==> config.mk <==
export PLATFORM = sky130hd
export DESIGN_NAME = tun_sqrt
export DESIGN_NICKNAME = d
export VERILOG_FILES = /design/src/tun_pkg.sv /design/src/tun_sqrt.sv
export SDC_FILE = /design/constraint.sdc
export NUM_CORES = 2
export LEC_CHECK = 0
export BUFFER_PORTS_ARGS = -buffer_cell sky130_fd_sc_hd__buf_4
export CAP_MARGIN = 0
export CORE_MARGIN = 2
export CORE_UTILIZATION = 25
export DETAILED_ROUTE_END_ITERATION = 16
export PLACE_DENSITY_LB_ADDON = 0.1
export SYNTH_ARGS = -nofsm -noshare
export SYNTH_HDL_FRONTEND = slang
export SYNTH_SLANG_ARGS = --single-unit
==> constraint.sdc <==
create_clock -name clk -period 3.71 [get_ports clk]
set_input_delay 0.5565 -clock clk [delete_from_list [all_inputs] [get_ports clk]]
set_output_delay 0.5565 -clock clk [all_outputs]
set_load 0.01 [all_outputs]
==> src/tun_pkg.sv <==
// Package: shared constants for the triangle unit normal block.
`timescale 1ns / 1ps
package tun_pkg;
  localparam int CoordWidthDef  = 16;
  localparam int FracBitsDef    = 14;
  localparam int OutWidth       = 16;
  localparam int MagWidth       = 31;
  localparam int SumWidth       = 64;
  localparam int RootWidth      = 32;
  localparam int QuoWidth       = FracBitsDef + 2;
endpackage

==> src/tun_sqrt.sv <==
// Pipelined integer square root, one result bit per stage.
`timescale 1ns / 1ps
module tun_sqrt #(
  parameter int SumW  = tun_pkg::SumWidth,
  parameter int SideW = 1
) (
  input  logic                 clk,
  input  logic                 rst_n,
  input  logic                 adv,
  input  logic                 in_vld,
  input  logic [SumW-1:0]      in_sum,
  input  logic [SideW-1:0]     in_side,
  output logic                 out_vld,
  output logic [SumW/2-1:0]    out_root,
  output logic [SideW-1:0]     out_side
);
  localparam int N = SumW / 2;

  logic [SumW-1:0]  rem_r  [N+1];
  logic [N-1:0]     root_r [N+1];
  logic [SideW-1:0] side_r [N+1];
  logic [N:0]       vld_r;

  always_comb begin
    rem_r[0]  = in_sum;
    root_r[0] = '0;
    side_r[0] = in_side;
    vld_r[0]  = in_vld;
  end

  for (genvar k = 0; k < N; k++) begin : g_stg
    localparam int B = N - 1 - k;
    logic [SumW+1:0] trial;
    logic [SumW+1:0] rem_ext;
    always_comb begin
      trial   = ({2'b00, (SumW)'(root_r[k])} << (B + 1)) | ((SumW+2)'(1) << (2 * B));
      rem_ext = {2'b00, rem_r[k]};
    end
    always_ff @(posedge clk) begin
      if (!rst_n) begin
        vld_r[k+1] <= 1'b0;
      end else if (adv) begin
        vld_r[k+1] <= vld_r[k];
      end
      if (adv) begin
        side_r[k+1] <= side_r[k];
        if (rem_ext >= trial) begin
          rem_r[k+1]  <= SumW'(rem_ext - trial);
          root_r[k+1] <= root_r[k] | (N'(1) << B);
        end else begin
          rem_r[k+1]  <= rem_r[k];
          root_r[k+1] <= root_r[k];
        end
      end
    end
  end

  assign out_vld  = vld_r[N];
  assign out_root = root_r[N];
  assign out_side = side_r[N];
endmodule

# ---- Word-level counts from Yosys, hierarchy flattened
# Index checks and enable logic that the tools add are counted.
dict set report totals {
  register_bits 3072
  elab_cells 253
  input_bits 69
}
dict set report op_classes {
  mux 32
  magnitude_cmp 32
  addsub 31
}
# op n
set op_table {}
lappend op_table {{$mux W64} 31}
lappend op_table {{$ge A64 B33 Y1} 1}
lappend op_table {{$ge A64 B34 Y1} 1}
lappend op_table {{$ge A64 B35 Y1} 1}
lappend op_table {{$ge A64 B36 Y1} 1}
lappend op_table {{$ge A64 B37 Y1} 1}
lappend op_table {{$ge A64 B38 Y1} 1}
lappend op_table {{$ge A64 B39 Y1} 1}
lappend op_table {{$ge A64 B40 Y1} 1}
lappend op_table {{$ge A64 B41 Y1} 1}
lappend op_table {{$ge A64 B42 Y1} 1}
lappend op_table {{$ge A64 B43 Y1} 1}
lappend op_table {{$ge A64 B44 Y1} 1}
lappend op_table {{$ge A64 B45 Y1} 1}
lappend op_table {{$ge A64 B46 Y1} 1}
lappend op_table {{$ge A64 B47 Y1} 1}
lappend op_table {{$ge A64 B48 Y1} 1}
lappend op_table {{$ge A64 B49 Y1} 1}
lappend op_table {{$ge A64 B50 Y1} 1}
lappend op_table {{$ge A64 B51 Y1} 1}
lappend op_table {{$ge A64 B52 Y1} 1}
lappend op_table {{$ge A64 B53 Y1} 1}
lappend op_table {{$ge A64 B54 Y1} 1}
lappend op_table {{$ge A64 B55 Y1} 1}
lappend op_table {{41 further kinds} 41}

# ---- Longest topological paths before layout
dict set report logic_depth {
  ltp_word 2
  ltp_mapped 15
  mapped_depth_nobuf 13
}

# ---- Worst setup path before layout
# OpenSTA, ideal clock, no wires.
dict set report synth_path {
  path_type {register to register}
  start {register rem_r, in the netlist g_stg[21].rem_ext[29]}
  end {register rem_r, in the netlist g_stg[22].rem_ext[57] (data pin)}
  synth_period_minus_slack_ns 3.741
  path_stages_with_launch 13
  setup_slack_ns -0.031
  required_time_ns 3.452
  t_arrival_ns 3.483
  path_cell_list {edfxtp_1 -> ha_1 -> a21o_1 -> a21o_1 -> a21oi_1 -> o21ai_0 -> o41ai_1 -> a21boi_0 -> a221o_1 -> or4_1 -> clkbuf_1 -> or3b_2 -> xnor2_1}
}
dict set report synth_between {
  elab_chain_cells 2
  elab_cells_between_ends 3
  classes_between {add/sub (1); order compare (1); mux (1)}
}
# element line_no
set synth_rtl {}
lappend synth_rtl {{from (decl)} tun_sqrt.sv:19} ;# logic [SumW-1:0] rem_r [N+1];
lappend synth_rtl {{from (signal, indexed assignment)} tun_sqrt.sv:48} ;# rem_r[k+1] <= SumW'(rem_ext - trial);
lappend synth_rtl {{from (signal, indexed assignment)} tun_sqrt.sv:51} ;# rem_r[k+1] <= rem_r[k];
lappend synth_rtl {{$sub A64 B43 Y64 / $ge A64 B43 Y1 (equally long branches)} {tun_sqrt.sv:48, tun_sqrt.sv:47}}
lappend synth_rtl {{$mux W64 (*)} tun_sqrt.sv:47} ;# if (rem_ext >= trial) begin
# Mark *: on every way between the ends. The rest lies on a longest branch, timed or not.
# A chain may end at the register's enable or synchronous reset.

# ---- Worst setup path in the final report
dict set report layout_path {
  start {register rem_r, in the netlist g_stg[28].rem_ext[52]}
  end {register rem_r, in the netlist g_stg[29].rem_ext[23] (data pin)}
}
dict set report layout_between {
  elab_chain_cells 2
}
# element line_no
set layout_rtl {}
lappend layout_rtl {{$ge A64 B36 Y1} tun_sqrt.sv:47}
lappend layout_rtl {{$mux W64} tun_sqrt.sv:47}
# No other way between the ends.

==> flow_summary.ini <==
[setup_path]
crit_arrival_ns = 4.36
worst-path-max-fanout = 7
crit_type = register to register
critPathLaunchType = register
worstSetupEndpointType = register
crit_required_ns = 4.38

[power_and_ir_drop]
p_leak_nw = 56.9
ir_drop_v = 0.000367
power.total_mw = 91.4
power_switching_mw = 27.2
power_frac_clock = 0.336
p_comb_frac = 0.228
switching_share = 0.297
power_density_nw_per_um2 = 604
power_frac_seq = 0.436
power.internal_mw = 64.3

[timing]
hold_violations = 0
hold_slack_ns = 0.139
final_max_slew_viol_count = 0
relSlewSlack = 0.182
clock.fmax_ghz = 0.271
min_period_ns = 3.70
tightestPinTransition_ns = 1.22
rsz0062_at_grt = true
setup_tns_ns = 0
skew_ns = 0.109
finalSetupViolations = 0
final.period_utilization = 0.996

[clock_network]
cts_buffers = 317
clkSlewWorstSetupHoldPaths_ns = 0.06
cts_tree = built
cts_sinks = 2576
h-tree-depth = 5
cts_root_buf = clkbuf_16
clk_path_buf_depth = 4
insertion_delay_ns = 0.96

[place]
hpwlAfterDp_microns = 277000
port_buffers = 102
placedCellCount = 17000
place_congestion = 0.816
place_area_sq_um = 138000

[outcome]
outcome = finished clean

[drt]
route.detailed.drc = 0
via_per_inst = 4.52
drt_iter0_markers = 5794
wl_microns = 361000
firstDrtPassIters = 6
ant_nets = 0
dr_total_vias = 80200
routedWlPerCell_microns = 20.4

[cells_and_area]
final_cell_area_sq_um = 151000
syn2layout_area_growth_pct = 24.1
fin_cells = 17700
layout-drive-gt1-share = 0.181
n_fill_cell = 48600
nets = 11700
multi_input_area_sq_um = 43400
register_area_sq_um = 77000

[synth]
syn_area_sq_um = 122000
synth_top_flop_cell = edfxtp_1
ys_warn_count = 0
synth.top_cells.by_area = edfxtp_1 (63%), ha_1 (5.7%), xnor2_1 (3.3%)
ys_types = 87
yosysMostFrequentCell = edfxtp_1
synthArstFlopShare = 0
synth_top_cell_by_area = edfxtp_1
syn_inst = 9644
synth_edf_count = 2544
synth_seq_area_share = 0.631
synth_top_area_frac = 0.626
synth_nets = 10300
synth-seq-cells = 2576
ys_top_cells_by_count = edfxtp_1 (2,544), inv_1 (673), nand2_1 (648)
syn_avg_cell_area_sq_um = 12.7

[die]
ios = 103
die_w_microns = 703
core-area_sq_um = 486000
dieArea_sq_um = 494000
die_y_microns = 703
rows = 256
initial_utilization = 0.251

[grt]
grt_max_degree = 135
overflow = 0
antenna_found_initial = 17
grt_pass1_vias = 82100
grt_use_total = 0.142
grt_pass1_wl_microns = 535000

[hold_path]
hp-class = primary input to register

[run]
max_cap_viol_count = 0
## cell families after synthesis
family / synth area share
DFF: 0.631
muxes: 0.0112
AOI/OAI and AO/OA: 0.0892
and+or+nand+nor: 0.122
buffers and inverters: 0.0267
adders and majority gates: 0.0572
xor gates and xnor gates: 0.0623
## power by group through the flow
stage               logic (mW)  registers, mW  clock network, mW
floorplan                 12.4           38.8                  0
global placement          20.1           40.6                  0
detailed placement        20.1           40.6                  0
CTS                       20.5           40.0               31.9
global route              23.2           40.3               32.9
finish                    20.8           39.9               30.7
## flip-flops by register name (all words and copies together), names as in the netlist
register       count
vld_r             31
out_vld            1
out_side           1
g_stg.trial      496
g_stg.rem_ext   1984
out_root          32
side_r            31
## metal layers
metal / vias up / wire length, microns / track usage
met1: 39500 / 163000 / 0.188
li1: 38900 / - / -
met4: 0 / 9510 / 0.0377
met3: 471 / 12500 / 0.0158
met2: 1341 / 176000 / 0.246
met5: - / 0 / 0
## final cells by class
class | count | area share
Sequential cell | 2576 | 0.509
Multi-Input combinational cell | 6206 | 0.287
Timing Repair Buffer | 1257 | 0.0668
Clock buffer | 398 | 0.0555
Tap cell | 6450 | 0.0533
Inverter | 675 | 0.0168
Clock inverter | 164 | 0.0114
Antenna cell | 5 | 0.0000827
## path summary, 6_finish.rpt
check,start,to,slack (ns),cells after the start
hold / removal,adv,g_stg[16].rem_ext[41]$_DFFE_PP_,0.14,1
hold reg to reg,side_r[3]$_DFFE_PP_,side_r[2]$_DFFE_PP_,0.41,0
setup reg to reg,g_stg[28].rem_ext[52]$_DFFE_PP_,g_stg[29].rem_ext[23]$_DFFE_PP_,0.01,11
setup / recovery,g_stg[28].rem_ext[52]$_DFFE_PP_,g_stg[29].rem_ext[23]$_DFFE_PP_,0.01,11
## cells in the final DEF, fill, tap and decap left out, drive strengths merged, types with 217 or more instances in the layout
cell type | Yosys | routed
a21o | 217 | 217
xnor2 | 456 | 456
nor3 | 261 | 261
inv | 675 | 692
nor4 | 340 | 340
clkbuf | 170 | 400
ha | 558 | 558
o21ai | 435 | 435
edfxtp | 2544 | 2544
xor2 | 412 | 412
buf | 18 | 1187
a21oi | 612 | 612
nand2 | 648 | 648
nor2 | 628 | 628
## critical path, cell delays in order (launching register included)
cell	delay [ns]
edfxtp_1	0.38
or4_4	0.55
or4_4	0.44
or3_4	0.35
or3_4	0.34
or4_4	0.45
nor3_4	0.16
buf_6	0.13
buf_6	0.11
inv_8	0.05
clkbuf_16	0.18
mux2_4	0.31
## stage by stage
step | setup slack, ns | util
global placement | -1.23 | 0.284
detailed placement | -0.498 | 0.284
floorplan | 0.00837 | -
global route | -0.145 | 0.311
CTS | -0.0808 | 0.308
finish | 0.0148 | 0.311
## what timing repair did
item | in CTS | in global routing
cloned | 1 | 4
hold endpoints to repair | 97 | 0
pin swaps | 30 | 68
setup endpoints to repair | 231 | 365
buffers inserted | 26 | 52
gates resized for setup | 100 | 268
hold buffers | 68 | 0
Power figures use the tool's default switching activity.
